**src/hw/rtl/tdpg_pkg.sv**
```systemverilog
`default_nettype none

package tdpg_pkg;

	localparam int DATA_W  = 32;
	localparam int IDX_W   = 12;
	localparam int LIMIT_W = 13;

	// request to the shared divider
	typedef struct packed {
		logic              start;
		logic [DATA_W-1:0] dividend;
		logic [DATA_W-1:0] divisor;
	} div_ctl_t;

	// divider status and result
	typedef struct packed {
		logic              busy;
		logic              done;
		logic [DATA_W-1:0] quo;
		logic [DATA_W-1:0] rem;
	} div_st_t;

endpackage

`default_nettype wire

```
**src/hw/rtl/tdpg_div.sv**
```systemverilog
`default_nettype none

module tdpg_div import tdpg_pkg::*; (
	input  logic     clk,
	input  logic     arst_n,
	input  div_ctl_t ctl,
	output div_st_t  st
);

	localparam int CNT_W = $clog2(DATA_W + 1);

	logic [DATA_W-1:0] divisor_q;
	logic [DATA_W-1:0] rem_q;
	logic [DATA_W-1:0] quo_q;
	logic [CNT_W-1:0]  cnt_q;
	logic              busy_q;
	logic              done_q;

	logic [DATA_W:0]   trial;
	logic [DATA_W:0]   diff;
	logic              fits;

	// restoring division, one quotient bit per cycle, msb first
	assign trial = {rem_q, quo_q[DATA_W-1]};
	assign diff  = trial - {1'b0, divisor_q};
	assign fits  = trial >= {1'b0, divisor_q};

	always_ff @(posedge clk or negedge arst_n) begin
		if (!arst_n) begin
			busy_q    <= 1'b0;
			done_q    <= 1'b0;
			cnt_q     <= '0;
			rem_q     <= '0;
			quo_q     <= '0;
			divisor_q <= '0;
		end else begin
			done_q <= 1'b0;
			if (ctl.start) begin
				rem_q     <= '0;
				quo_q     <= ctl.dividend;
				divisor_q <= ctl.divisor;
				cnt_q     <= CNT_W'(DATA_W);
				busy_q    <= 1'b1;
			end else if (busy_q) begin
				rem_q <= fits ? diff[DATA_W-1:0] : trial[DATA_W-1:0];
				quo_q <= {quo_q[DATA_W-2:0], fits};
				cnt_q <= cnt_q - CNT_W'(1);
				if (cnt_q == CNT_W'(1)) begin
					busy_q <= 1'b0;
					done_q <= 1'b1;
				end
			end
		end
	end

	assign st.busy = busy_q;
	assign st.done = done_q;
	assign st.quo  = quo_q;
	assign st.rem  = rem_q;

endmodule

`default_nettype wire

```
**config.mk**
```make
export PLATFORM = sky130hd
export DESIGN_NAME = tdpg_div
export DESIGN_NICKNAME = d
export VERILOG_FILES = /design/src/hw/rtl/tdpg_pkg.sv /design/src/hw/rtl/tdpg_div.sv
export SDC_FILE = /design/constraint.sdc
export NUM_CORES = 1
export LEC_CHECK = 0
export BUFFER_PORTS_ARGS = -buffer_cell sky130_fd_sc_hd__buf_4
export CAP_MARGIN = 20
export CELL_PAD_IN_SITES_DETAIL_PLACEMENT = 1
export CELL_PAD_IN_SITES_GLOBAL_PLACEMENT = 2
export CORE_AREA = 2 2 151 153
export CTS_CLUSTER_DIAMETER = 30
export DETAILED_ROUTE_END_ITERATION = 6
export DIE_AREA = 0 0 153 155
export GPL_TIMING_DRIVEN = 1
export HOLD_SLACK_MARGIN = 0.12
export PLACE_DENSITY_LB_ADDON = 0.15
export SETUP_SLACK_MARGIN = 0.05
export SLEW_MARGIN = 5
export SYNTH_ARGS = -nofsm -noshare
export SYNTH_HDL_FRONTEND = slang
export SYNTH_SLANG_ARGS = --single-unit
```
**constraint.sdc**
```tcl
create_clock -name clk -period 2.6 [get_ports clk]
set_input_delay 0.39 -clock clk [delete_from_list [all_inputs] [get_ports clk]]
set_output_delay 0.39 -clock clk [all_outputs]
set_load 0.02 [all_outputs]
```
[Yosys cells after proc, flatten, opt, wreduce, memory -nomap -nowiden]
Index checks and enable logic that the tools add are counted.
W data, S select, Z words.
Operators by class
  add/subtract/negate cells: 2
  order comparisons: 1
  equal/unequal tests: 1
  mux-type cells: 13
  reduce and logical (&&, ||, !) cells: 1
Operator list (count)
  $mux W32: 5
  $ge A33 B32 Y1: 1
  $sub A32 B32 Y32: 1
  $mux W6: 2
  $eq A6 B1 Y1 const B: 1
  $mux W1: 6
  $sub A6 B1 Y6 const B: 1
  $reduce_bool A2 Y1: 1
Word-level totals
  register bits: 104
  input port bits: 67
  output and inout bits: 66

[Depth between registers and ports, before layout]
Gate-level depths: netlist of the first run.
  depth in word-level cells: 4
  mapped depth: 13

[Worst setup path after synthesis of the first run]
Ideal clock, no wire load.
  kind: register to register
  start point: reg quo_q[31]
  end point: reg rem_q[24]
  data arrival time: 2.664 ns
  data required time: 2.506 ns
  path slack: -0.158 ns
  cell stages (with the launch flop): 12
  clock period less this slack: 2.758 ns
  path through: dfrtp_1 inv_1 ha_1 fa_1 nor2b_1 o31a_1 o221ai_1 o31a_1 o41ai_1 xor2_1 mux2i_1 a211oi_1
Between the ends
  cells in the longest elaborated chain, start to end: 4
Ends and longest elaborated chain
  start, declared: line tdpg_div.sv:14  | logic [DATA_W-1:0] quo_q;
  start signal, assigned: line tdpg_div.sv:40  | quo_q <= ctl.dividend;
  start signal, assigned: line tdpg_div.sv:46  | quo_q <= {quo_q[DATA_W-2:0], fits};
  $sub A32 B32 Y32 / $ge A33 B32 Y1 (equally long branches): line tdpg_div.sv:25, tdpg_div.sv:26
  $mux W32 *: line tdpg_div.sv:45  | rem_q <= fits ? diff[DATA_W-1:0] : trial[DATA_W-1:0];
  $mux W32 *: line tdpg_div.sv:44  | end else if (busy_q) begin
  $mux W32 *: line tdpg_div.sv:38  | if (ctl.start) begin
  end signal, assigned: line tdpg_div.sv:45
  end, declared: line tdpg_div.sv:13  | logic [DATA_W-1:0] rem_q;
Every way passes the cells marked *; elsewhere a longest branch is shown, timed or not. The select of a mux whose other input is x is not followed.
A chain may end at the register's enable or synchronous reset.

[Final worst setup path of the first run]
  start point: reg divisor_q[0]
  end point: reg rem_q[24]
Between the ends
  cells in the longest elaborated chain, start to end: 4
Ends and longest elaborated chain
  start, declared: line tdpg_div.sv:12  | logic [DATA_W-1:0] divisor_q;
  start signal, assigned: line tdpg_div.sv:41  | divisor_q <= ctl.divisor;
  $sub A32 B32 Y32 / $ge A33 B32 Y1 (equally long branches): line tdpg_div.sv:25, tdpg_div.sv:26
  $mux W32 *: line tdpg_div.sv:45
  $mux W32 *: line tdpg_div.sv:44
  $mux W32 *: line tdpg_div.sv:38
Marks and branches as above.

==> impl.org, run 1 <==
** Outcome
- Status :: finished with violations
- Violated checks :: setup timing

** Place
- Final weighted congestion in routability-driven placement :: 0.8122
- In this run the cell area measured after placement is 0.008647 sq mm.
- During placement, the flow inserted port buffers numbering 132.
- OpenSTA, run right after detailed placement, puts the worst setup slack at -0.1967 ns.
- Summed over all nets, the half-perimeter wirelength after detailed placement is 15220 um.

** Min path
- In this run the worst hold path is classified as input port to flip-flop.
- In this run the most critical hold path is launched from ctl[25].

** Power and ir drop
- Comb power frac :: 65.6%
- Internal power component :: 0.006061 W
- Pwr per Cell Area :: 1096 mW/mm^2
- NetSw :: 0.004518 W
- Maximum vdd ir drop :: 0.0004032 V
- Net switching is 42.71% of the power.
- Total leakage power :: 4.657 nW
- The clock network burns 13.3% of the power.
- Registers are responsible for 21.0% of the overall power.

** Final layout
- The post-route netlist has 40.15% of its cells at a drive strength greater than 1.
- Post-route design area :: 0.009656 sq mm
- Compared with the post-synthesis result, the final layout area differs by 47.50%.
- In the final design database the tool counted 1061 nets.
- The library cell used most frequently in the layout, excluding fill and tap cells, is sky130_fd_sc_hd__buf_4.
- The number of antenna diodes in the final layout is 0.
- Commonest cells after routing, fill and taps aside :: 241 x sky130_fd_sc_hd__buf_4, 99 x sky130_fd_sc_hd__nand2_1, 93 x sky130_fd_sc_hd__dfrtp_1

** Detailed routing
- Detail Route Antenna Nets :: 0
- Length of the first detailed-routing pass in iterations :: 4
- Number of vias per cell after detailed routing :: 4.982
- After detailed routing, the number of remaining DRC violations is 0.
- Summed over all layers, the routed wires come to 21350 um.
- Initial DRC Count :: 195
- The routed layout has 6222 vias.
- Routed length per placed instance :: 17.10 um

** Worst setup path
- Critical Path Start :: divisor_q[0]$_DFFE_PN0P_
- The startpoint identified for the worst register-to-register timing path is divisor_q[0]$_DFFE_PN0P_.
- By startpoint and endpoint, the worst setup path is classified as flip-flop to flip-flop.
- Maximum fanout along the worst path :: 2
- Critical path buffer and inverter count :: 0
- Data arrival time of the worst path :: 3.02 ns
- Counting stages on the worst path, the most repeated cell is sky130_fd_sc_hd__o31a_1.
- Required @ worst endpoint :: 2.87 ns
- STA classifies the critical path endpoint as a flip-flop.
- Type of origin of the critical path :: flip-flop
- Among all stages on the critical path, the largest delay is contributed by sky130_fd_sc_hd__dfrtp_1.
- Cells along the critical path :: ha_4 -> fa_2 -> nor2b_2 -> o31a_1 -> o221ai_2 -> o31a_1 -> o41ai_2 -> xor2_1 -> mux2i_1 -> a211oi_1
- Family with the most delay on the worst path :: compound AO/OA/AOI/OAI gates
- The largest single stage delay on the critical path is 0.42 ns.

** GRT
- Entering global routing, the biggest net connects 103 pins.
- The first global-routing pass estimated 34980 um of wire.
- After global routing the overflow that remains totals 0.
- Number of global-route vias before repair :: 6807
- The initial antenna violation count came to 0.
- Tot GR Track Use :: 18.02%

** CTS
- Max H-tree Level :: 3
- Clock Tree Buf Depth :: 2
- For this design, the sink count on the clock tree is 104.
- TritonCTS clock tree :: yes
- Clock-pin slew was measured on the worst setup and hold paths at 0.08 ns.
- At the later pin of the worst-skew pair, clock insertion delay measures 0.36 ns.
- Number of buffers added by the clock tree synthesis step :: 9
- CTS placed an instance of sky130_fd_sc_hd__clkbuf_16 at the clock tree root.

** STA
- At the pin with the least slew margin, the transition time is 0.6241 ns.
- Post-route fraction of the period consumed by the critical path :: 105.7%
- Setup slack on the critical path of the routed design comes to -0.1492 ns.
- After layout, the minimum clock period comes to 2.749 ns.
- In the final timing run, aggregate negative setup slack is -1.020 ns.
- Setup violations remaining at the end of the flow were counted as 17.
- Clock skew after layout :: 0.01003 ns
- Final number of max-transition violations :: 0
- The number of endpoints with negative hold slack in the final report was 0.
- Setup repair after global routing missed its margin :: true
- In this run the tightest slew margin relative to its limit is 58.39%.
- Based on the critical path, the design can be clocked at up to 363.7 MHz.

** Synth
- During synthesis, Yosys emitted a total of 0 warnings.
- Post-synthesis sequential area ratio :: 39.76%
- Mean cell area of the mapped netlist :: 8.907 sq um
- Total nets after synthesis :: 837
- Synthesis produced 735 cells.
- Synth Flop Type :: sky130_fd_sc_hd__dfrtp_1
- Distinct cell type count of the synthesized netlist :: 68
- Counting flops and latches in the post-synthesis netlist gives 104.
- After synthesis, the share of flip-flops with an asynchronous set or reset is 100.0%.
- EDFF count, synth :: 0
- Post-synthesis cell area :: 0.006546 sq mm

** Floorplan
- The die is 153 um wide.
- From bottom edge to top edge, the die measures 155 um.
- Initial Utilization :: 29.45%
- Core region area :: 0.02223 sq mm
- IO Count :: 133
- Row generation in the floorplan step produced 55 rows.
- Die Outline Area :: 0.02372 sq mm

** Flow run
- Maxcap violations :: 0
-- timing repair --
item	4_1_cts	5_1_grt
pin swaps	30	27
resized for setup	53	47
setup buffers	14	10
gates cloned	3	1
hold endpoints to repair	30	0
hold buffers	1	0
setup endpoints to repair	33	33
-- registers in the layout, indices dropped and copies added, names as in the netlist --
name / flops
cnt_q: 6
done_q: 1
rem_q: 32
quo_q: 32
divisor_q: 32
busy_q: 1
-- path summary, 6_finish.rpt --
kind / end / slack [ns] / depth (start not counted)
setup / recovery: rem_q[24]$_DFFE_PN0P_ / -0.15 / 10
hold / removal: divisor_q[25]$_DFFE_PN0P_ / 0.22 / 3
setup reg to reg: rem_q[24]$_DFFE_PN0P_ / -0.15 / 10
hold reg to reg: done_q$_DFF_PN0_ / 0.51 / 1
max in group asynchronous: rem_q[29]$_DFFE_PN0P_ / 1.16 / 4
min in group asynchronous: rem_q[13]$_DFFE_PN0P_ / 0.53 / 2
-- per-stage QoR --
step	std cells	util, %	hold slack (ns)	power, W
2_1_floorplan	735	-	0.09441	0.005939
3_3_place_gp	1207	38.90	0.3729	0.007906
3_5_place_dp	1207	38.90	0.3738	0.008024
4_1_cts	1241	42.30	0.2139	0.01023
5_1_grt	1249	43.44	0.2322	0.01134
6_report	1249	43.44	0.2250	0.01058
-- cells by family (layout without fill, tap and decap cells) --
family | after synthesis | in the layout | synth area share (%)
AND/OR/NAND/NOR | 224 | 224 | 15.29
AO/OA/AOI/OAI | 201 | 201 | 19.73
flip-flops | 104 | 104 | 39.76
buffers and inverters | 84 | 313 | 5.696
multiplexers | 56 | 56 | 8.582
adder cells (fa/ha/maj) | 35 | 35 | 6.804
XOR/XNOR | 31 | 31 | 4.148
-- power by group through the flow --
stage	Sequential [W]	Combinational [W]	Clock, W
after floorplan	0.00261	0.00333	0
after global placement	0.00223	0.00568	0
after detailed placement	0.00224	0.00578	0
after CTS	0.00223	0.00653	0.00147
after global routing	0.00228	0.00753	0.00153
final	0.00223	0.00694	0.00141
-- synth_stat cells, types with 3 or more instances --
cell type / instances / share of area, %
sky130_fd_sc_hd__nor2_1: 55 / 3.2
sky130_fd_sc_hd__o31a_1: 3 / 0.40
sky130_fd_sc_hd__buf_4: 3 / 0.34
sky130_fd_sc_hd__nor3_1: 12 / 0.92
sky130_fd_sc_hd__a221oi_1: 3 / 0.40
sky130_fd_sc_hd__nand4_1: 6 / 0.57
sky130_fd_sc_hd__or3_1: 6 / 0.57
sky130_fd_sc_hd__mux2i_1: 55 / 8.4
sky130_fd_sc_hd__o21a_1: 7 / 0.80
sky130_fd_sc_hd__or2_2: 5 / 0.48
sky130_fd_sc_hd__clkbuf_1: 31 / 1.8
sky130_fd_sc_hd__nand3_1: 11 / 0.84
sky130_fd_sc_hd__xnor2_1: 16 / 2.1
sky130_fd_sc_hd__buf_1: 4 / 0.23
sky130_fd_sc_hd__buf_2: 4 / 0.31
sky130_fd_sc_hd__a31oi_1: 10 / 0.96
sky130_fd_sc_hd__a21oi_1: 31 / 2.4
sky130_fd_sc_hd__xor2_1: 15 / 2.0
sky130_fd_sc_hd__nand2_1: 102 / 5.8
sky130_fd_sc_hd__a21o_1: 4 / 0.46
sky130_fd_sc_hd__o21ai_0: 82 / 6.3
sky130_fd_sc_hd__nor4_1: 7 / 0.67
sky130_fd_sc_hd__ha_1: 34 / 6.5
sky130_fd_sc_hd__dfrtp_1: 104 / 40
sky130_fd_sc_hd__inv_1: 38 / 2.2
sky130_fd_sc_hd__nor2b_1: 6 / 0.57
sky130_fd_sc_hd__and3_1: 3 / 0.29
sky130_fd_sc_hd__a211oi_1: 28 / 3.2
-- layout make-up --
cell class	instances	area, sq um
Clock buffer	9	225.2
Tap cell	285	356.6
Inverter	38	142.6
Timing Repair Buffer	259	2102
Multi-Input combinational cell	547	4136
Fill cell	2558	12570
Sequential cell	104	2619
Clock inverter	7	73.82
-- tightest hold or removal path: cells and delay by family --
kind	cells	cell delay (ns)
buffers and inverters	1	0.08
AO/OA/AOI/OAI	1	0.05
AND/OR/NAND/NOR	1	0.04
-- routing by layer --
metal	track usage (%)	routed length (um)
met5	0	0
met3	2.869	705
met2	32.67	11040
met4	5.071	300
met1	22.20	9301
(Power assumes the default switching activity.)
==> run 2, diff against run 1 <==
Settings changed: ABC_AREA set to 1, CORE_AREA 2 2 151 153 to 2 2 162 164, CTS_BUF_LIST set to sky130_fd_sc_hd__clkbuf_4, DIE_AREA 0 0 153 155 to 0 0 164 166.
==> run 2 against run 1 <==
Compared with the run above:
- the run now ends clean
- count of clock-buffer cells in the layout unchanged
- largest cell class unchanged
- via count increased by 18%
- clock skew increased by 0.032 ns
- non-clock buffer count decreased by 39
- first-iteration DRC count increased by 45%
- critical path type unchanged
- die area increased by 15%
- sequential share of layout area about the same
- register-to-register slack improved by 0.36 ns
- total power decreased by 15%
- worst hold slack improved by 0.038 ns
==> impl.org, run 2 <==
** Worst setup path
- The minimum setup slack among reg-to-reg paths came to 0.21 ns (was -0.15 ns).
- Critical path endpoint category :: flip-flop (unchanged)
- The worst flop-to-flop path endpoint was rem_q[20]$_DFFE_PN0P_ (was rem_q[24]$_DFFE_PN0P_).
- The largest driver fanout on the critical path was 13 (was 2).
- Worst flop-to-flop path startpoint :: rem_q[18]$_DFFE_PN0P_ (was divisor_q[0]$_DFFE_PN0P_)
- Data arrival time of the worst path :: 2.79 ns (was 3.02 ns)
- Required @ worst endpoint :: 3.00 ns (was 2.87 ns)
- Length in cells of the worst reg-to-reg path :: 13 (was 10)
- The critical setup path kind is flip-flop to flip-flop (unchanged).
- The sort of element at the start of the critical path is a flip-flop (unchanged).

** GRT
- The met2 track demand over resource came to 32.10% (was 32.67%).
- Maximum number of pins on one net before global-route repair :: 67 (was 103)
- The number of global-route vias before repair is 7793 (was 6807).
- Tot GR Track Use :: 19.88% (was 18.02%)
- The aggregate global routing overflow was 0 (unchanged).
- Met3 usage :: 3.846% (was 2.869%)
- Most utilized layer in the global route result :: met2 (unchanged)
- Initial antenna violation count :: 1 (was 0)
- First-pass GRT wire length :: 42230 um (was 34980 um)
- The global routing usage on met1 was 27.83% (was 22.20%).

** Min path
- The type of the most critical hold path is input port to flip-flop (unchanged).
- The start point of the worst min-delay path is ctl[31] (was ctl[25]).
- Hold path depth :: 3 (unchanged)
- The endpoint of the worst hold-timing path is divisor_q[31]$_DFFE_PN0P_ (was divisor_q[25]$_DFFE_PN0P_).

** Power and ir drop
- Total power draw :: 0.008993 W (was 0.01058 W)
- The power per cell area came to 938.6 mW/mm^2 (was 1096 mW/mm^2).
- Total leakage power :: 5.225 nW (was 4.657 nW)
- Maximum vdd ir drop :: 0.0002763 V (was 0.0004032 V)

** Synth
- The mean post-synth cell area came to 6.889 sq um (was 8.907 sq um).
- The primary flip-flop cell chosen by synthesis mapping is sky130_fd_sc_hd__dfrtp_1 (unchanged).
- The number of storage elements in the synthesis netlist is 104 (unchanged).
- The most frequent cell after synthesis is sky130_fd_sc_hd__nand2_1 (was sky130_fd_sc_hd__dfrtp_1).
- The sequential cell area fraction in the yosys report is 35.60% (was 39.76%).
- The net count after synthesis was 1163 (was 837).
- Post-synth top cells :: 384 x sky130_fd_sc_hd__nand2_1, 201 x sky130_fd_sc_hd__inv_1, 104 x sky130_fd_sc_hd__dfrtp_1 (was 104 x sky130_fd_sc_hd__dfrtp_1, 102 x sky130_fd_sc_hd__nand2_1, 82 x sky130_fd_sc_hd__o21ai_0)
- Syn. warnings :: 0 (unchanged)
- Proportion of synthesized flip-flops having asynchronous set or reset :: 100.0% (unchanged)
- Synth top area cells: sky130_fd_sc_hd__dfrtp_1 36%, sky130_fd_sc_hd__nand2_1 20%, sky130_fd_sc_hd__inv_1 10%, sky130_fd_sc_hd__ha_1 5.8%, sky130_fd_sc_hd__nand3_1 4.5% (was sky130_fd_sc_hd__dfrtp_1 40%, sky130_fd_sc_hd__mux2i_1 8.4%, sky130_fd_sc_hd__ha_1 6.5%, sky130_fd_sc_hd__o21ai_0 6.3%, sky130_fd_sc_hd__nand2_1 5.8%).
- Post-synthesis cell area :: 0.007310 sq mm (was 0.006546 sq mm)
- The number of enable flip-flop cells after synthesis came to 0 (unchanged).
- Cell type contributing the most total cell area after synthesis :: sky130_fd_sc_hd__dfrtp_1 (unchanged)
- The area share of the leading cell type in the synthesized netlist is 35.60% (was 39.76%).
- Distinct cell type count of the synthesized netlist :: 42 (was 68)
- Cells after synthesis :: 1061 (was 735)

** Floorplan
- IO Count :: 133 (unchanged)
- Initial Utilization :: 28.54% (was 29.45%)
- The floorplan core area is 0.02562 sq mm (was 0.02223 sq mm).
- Number of placement rows :: 59 (was 55)
- The die outline height was 166 um (was 155 um).
- The die width was 164 um (was 153 um).
- The area of the die came to 0.02722 sq mm (was 0.02372 sq mm).

** CTS
- Max H-tree Level :: 3 (unchanged)
- The worst-case clock buffer depth is 2 (unchanged).
- Root Buffer Master :: sky130_fd_sc_hd__clkbuf_4 (was sky130_fd_sc_hd__clkbuf_16)
- Number of buffers added by the clock tree synthesis step :: 9 (unchanged)
- Sink Count :: 104 (unchanged)
- The clock edge transition at the registers on the reported setup and hold paths came to 0.24 ns (was 0.08 ns).
- Source-to-sink clock delay at the later pin of the worst-skew pair :: 0.53 ns (was 0.36 ns)
- TritonCTS clock tree :: yes (unchanged)

** Final layout
- The footprint of the multi-input gates was 0.003789 sq mm (was 0.004136 sq mm).
- # fillers :: 3176 (was 2558)
- Layout Nets :: 1362 (was 1061)
- Share of cells above drive strength 1 :: 17.87% (was 40.15%)
- Layout Area Growth over Synthesis :: 31.09% (was 47.50%)
- Count of placed standard cells in the final layout, fillers left out :: 1601 (was 1249)
- Commonest cells after routing, fill and taps aside :: 380 x sky130_fd_sc_hd__nand2_1, 201 x sky130_fd_sc_hd__inv_1, 151 x sky130_fd_sc_hd__buf_4 (was 241 x sky130_fd_sc_hd__buf_4, 99 x sky130_fd_sc_hd__nand2_1, 93 x sky130_fd_sc_hd__dfrtp_1)
- The commonest non-fill, non-tap cell in the layout was sky130_fd_sc_hd__nand2_1 (was sky130_fd_sc_hd__buf_4).
- The post-route core utilization came to 37.41% (was 43.44%).
- Biggest regs: divisor_q x32, quo_q x32, rem_q x32 (unchanged).
- The area used by sequential logic in the layout came to 0.002603 sq mm (was 0.002619 sq mm).

** STA
- The upper clock frequency limit is 418.6 MHz (was 363.7 MHz).
- The headroom to the max-slew limit came to 59.37% (was 58.39%).
- Final number of max-transition violations :: 0 (unchanged)
- Setup repair after global routing missed its margin :: true (unchanged)
- The final sum of negative setup slack is 0 ns (was -1.020 ns).
- Setup violations, final :: 0 (was 17)
- The worst hold-check slack is 0.2627 ns (was 0.2250 ns).
- The slew at the pin closest to its max-slew limit is 0.6095 ns (was 0.6241 ns).
- Count of endpoints failing hold in the final timing report :: 0 (unchanged)
- Clock skew after layout :: 0.04158 ns (was 0.01003 ns)
- Fin crit period :: 2.389 ns (was 2.749 ns)
- The post-route clock period utilization is 91.88% (was 105.7%).

** Outcome
- Status: finished, final reports clean (was finished with violations).

** Flow run
- The number of maximum-capacitance violations was 0 (unchanged).

** Detailed routing
- The total via count in the routed design is 7319 (was 6222).
- The wire length reported by the detailed router was 26310 um (was 21350 um).
- Length of the first detailed-routing pass in iterations :: 4 (unchanged)
- Number of vias per cell after detailed routing :: 4.572 (was 4.982)
- The average wire per standard cell is 16.43 um (was 17.10 um).
- Drc violations :: 0 (unchanged)
- Initial DRC Count :: 282 (was 195)
- The final antenna-violating net count is 0 (unchanged).

** Place
- The final weighted congestion in routability-driven placement is 0.8516 (was 0.8122).
- The placed wire-length estimate after detailed placement is 20600 um (was 15220 um).
- The number of cells after detailed placement is 1519 (was 1207).
- The number of port buffers came to 132 (unchanged).
[run 2: changes by cell type in the layout (fill, tap and decap cells not counted), sizes merged, moves of 22 or more]
cell         previous run  this run
a211oi                 30         0
buf                   257       156
o21ai                  85        50
inv                    41       205
nand2                 102       399
dlygate4sd3             1        64
o221ai                  2        24
nand3                  12        76
mux2i                  55         0
[run 2: logic make-up (layout without fill, tap and decap cells)]
| family | Yosys count | after routing | synth area share [%] |
|---|---|---|---|
| flip-flops | 104 | 104 | 35.60 |
| AO/OA/AOI/OAI | 111 | 111 | 9.381 |
| buffers and inverters | 234 | 438 | 13.06 |
| AND/OR/NAND/NOR | 563 | 563 | 34.18 |
| adder cells (fa/ha/maj) | 35 | 35 | 6.094 |
| XOR/XNOR | 14 | 14 | 1.678 |
| other | 0 | 1 | 0 |
[run 2: per-stage QoR]
stage	worst slack [ns]	cell area, sq um
after floorplan	0.4541	7310
after global placement	0.08460	8743
after detailed placement	0.04794	8743
after CTS	0.1136	9539
after global routing	0.04985	9582
final	0.2112	9582
[run 2: repair_timing]
| action | 4_1_cts | 5_1_grt |
|---|---|---|
| buffers inserted | 0 | 1 |
| gates resized for setup | 1 | 11 |
| hold endpoints to repair | 95 | 0 |
| hold buffers | 64 | 0 |
| setup endpoints to repair | 3 | 27 |
[run 2: layer usage]
layer / part of all wire (%) / vias to the layer above
li1: - / 3699
met1: 50 / 3490
met2: 45 / 123
met3: 4.5 / 7
met4: 0.63 / 0
met5: 0 / -
[run 2: layout make-up]
| cell class | count | share of cell area (%) |
|---|---|---|
| multi-input combinational | 723 | 39.54 |
| sequential | 104 | 27.16 |
| timing repair buffer | 220 | 19.42 |
| inverter | 202 | 7.913 |
| tap | 335 | 4.375 |
| clock inverter | 7 | 0.8618 |
| clock buffer | 9 | 0.7051 |
| antenna | 1 | 0.02612 |
[run 2: report_power, final]
| group | total, W | internal (W) | switching, W |
|---|---|---|---|
| combinational | 0.00575 | 0.00214 | 0.00362 |
| clock | 0.000958 | 0.000234 | 0.000724 |
| sequential | 0.00228 | 0.00197 | 0.000308 |
| total | 0.00899 | 0.00434 | 0.00465 |
[run 2: worst max path at each step]
stage                     slack (ns)                     to             startpoint  cells past startpoint
after floorplan                 0.45  rem_q[28]$_DFFE_PN0P_  quo_q[31]$_DFFE_PN0P_                     15
after global placement          0.08  rem_q[30]$_DFFE_PN0P_  quo_q[31]$_DFFE_PN0P_                     15
after detailed placement        0.05  rem_q[30]$_DFFE_PN0P_  quo_q[31]$_DFFE_PN0P_                     15
after CTS                       0.11  rem_q[24]$_DFFE_PN0P_  quo_q[31]$_DFFE_PN0P_                     15
after global routing            0.05  rem_q[20]$_DFFE_PN0P_   rem_q[1]$_DFFE_PN0P_                     14
final                           0.21  rem_q[20]$_DFFE_PN0P_  rem_q[18]$_DFFE_PN0P_                     13
[run 2: worst max-delay path, cell delays in order (launching register included)]
cell and delay (ns):
sky130_fd_sc_hd__dfrtp_1 0.47, sky130_fd_sc_hd__ha_1 0.45, sky130_fd_sc_hd__nand2_1 0.16, sky130_fd_sc_hd__nor2_2 0.16, sky130_fd_sc_hd__nand2_2 0.10, sky130_fd_sc_hd__nor2_4 0.15
sky130_fd_sc_hd__nand2_2 0.08, sky130_fd_sc_hd__nor2_4 0.13, sky130_fd_sc_hd__nor2_8 0.07, sky130_fd_sc_hd__nand2_8 0.11, sky130_fd_sc_hd__buf_12 0.15, sky130_fd_sc_hd__nand2_1 0.07
sky130_fd_sc_hd__nand3_1 0.09, sky130_fd_sc_hd__nand2_1 0.06
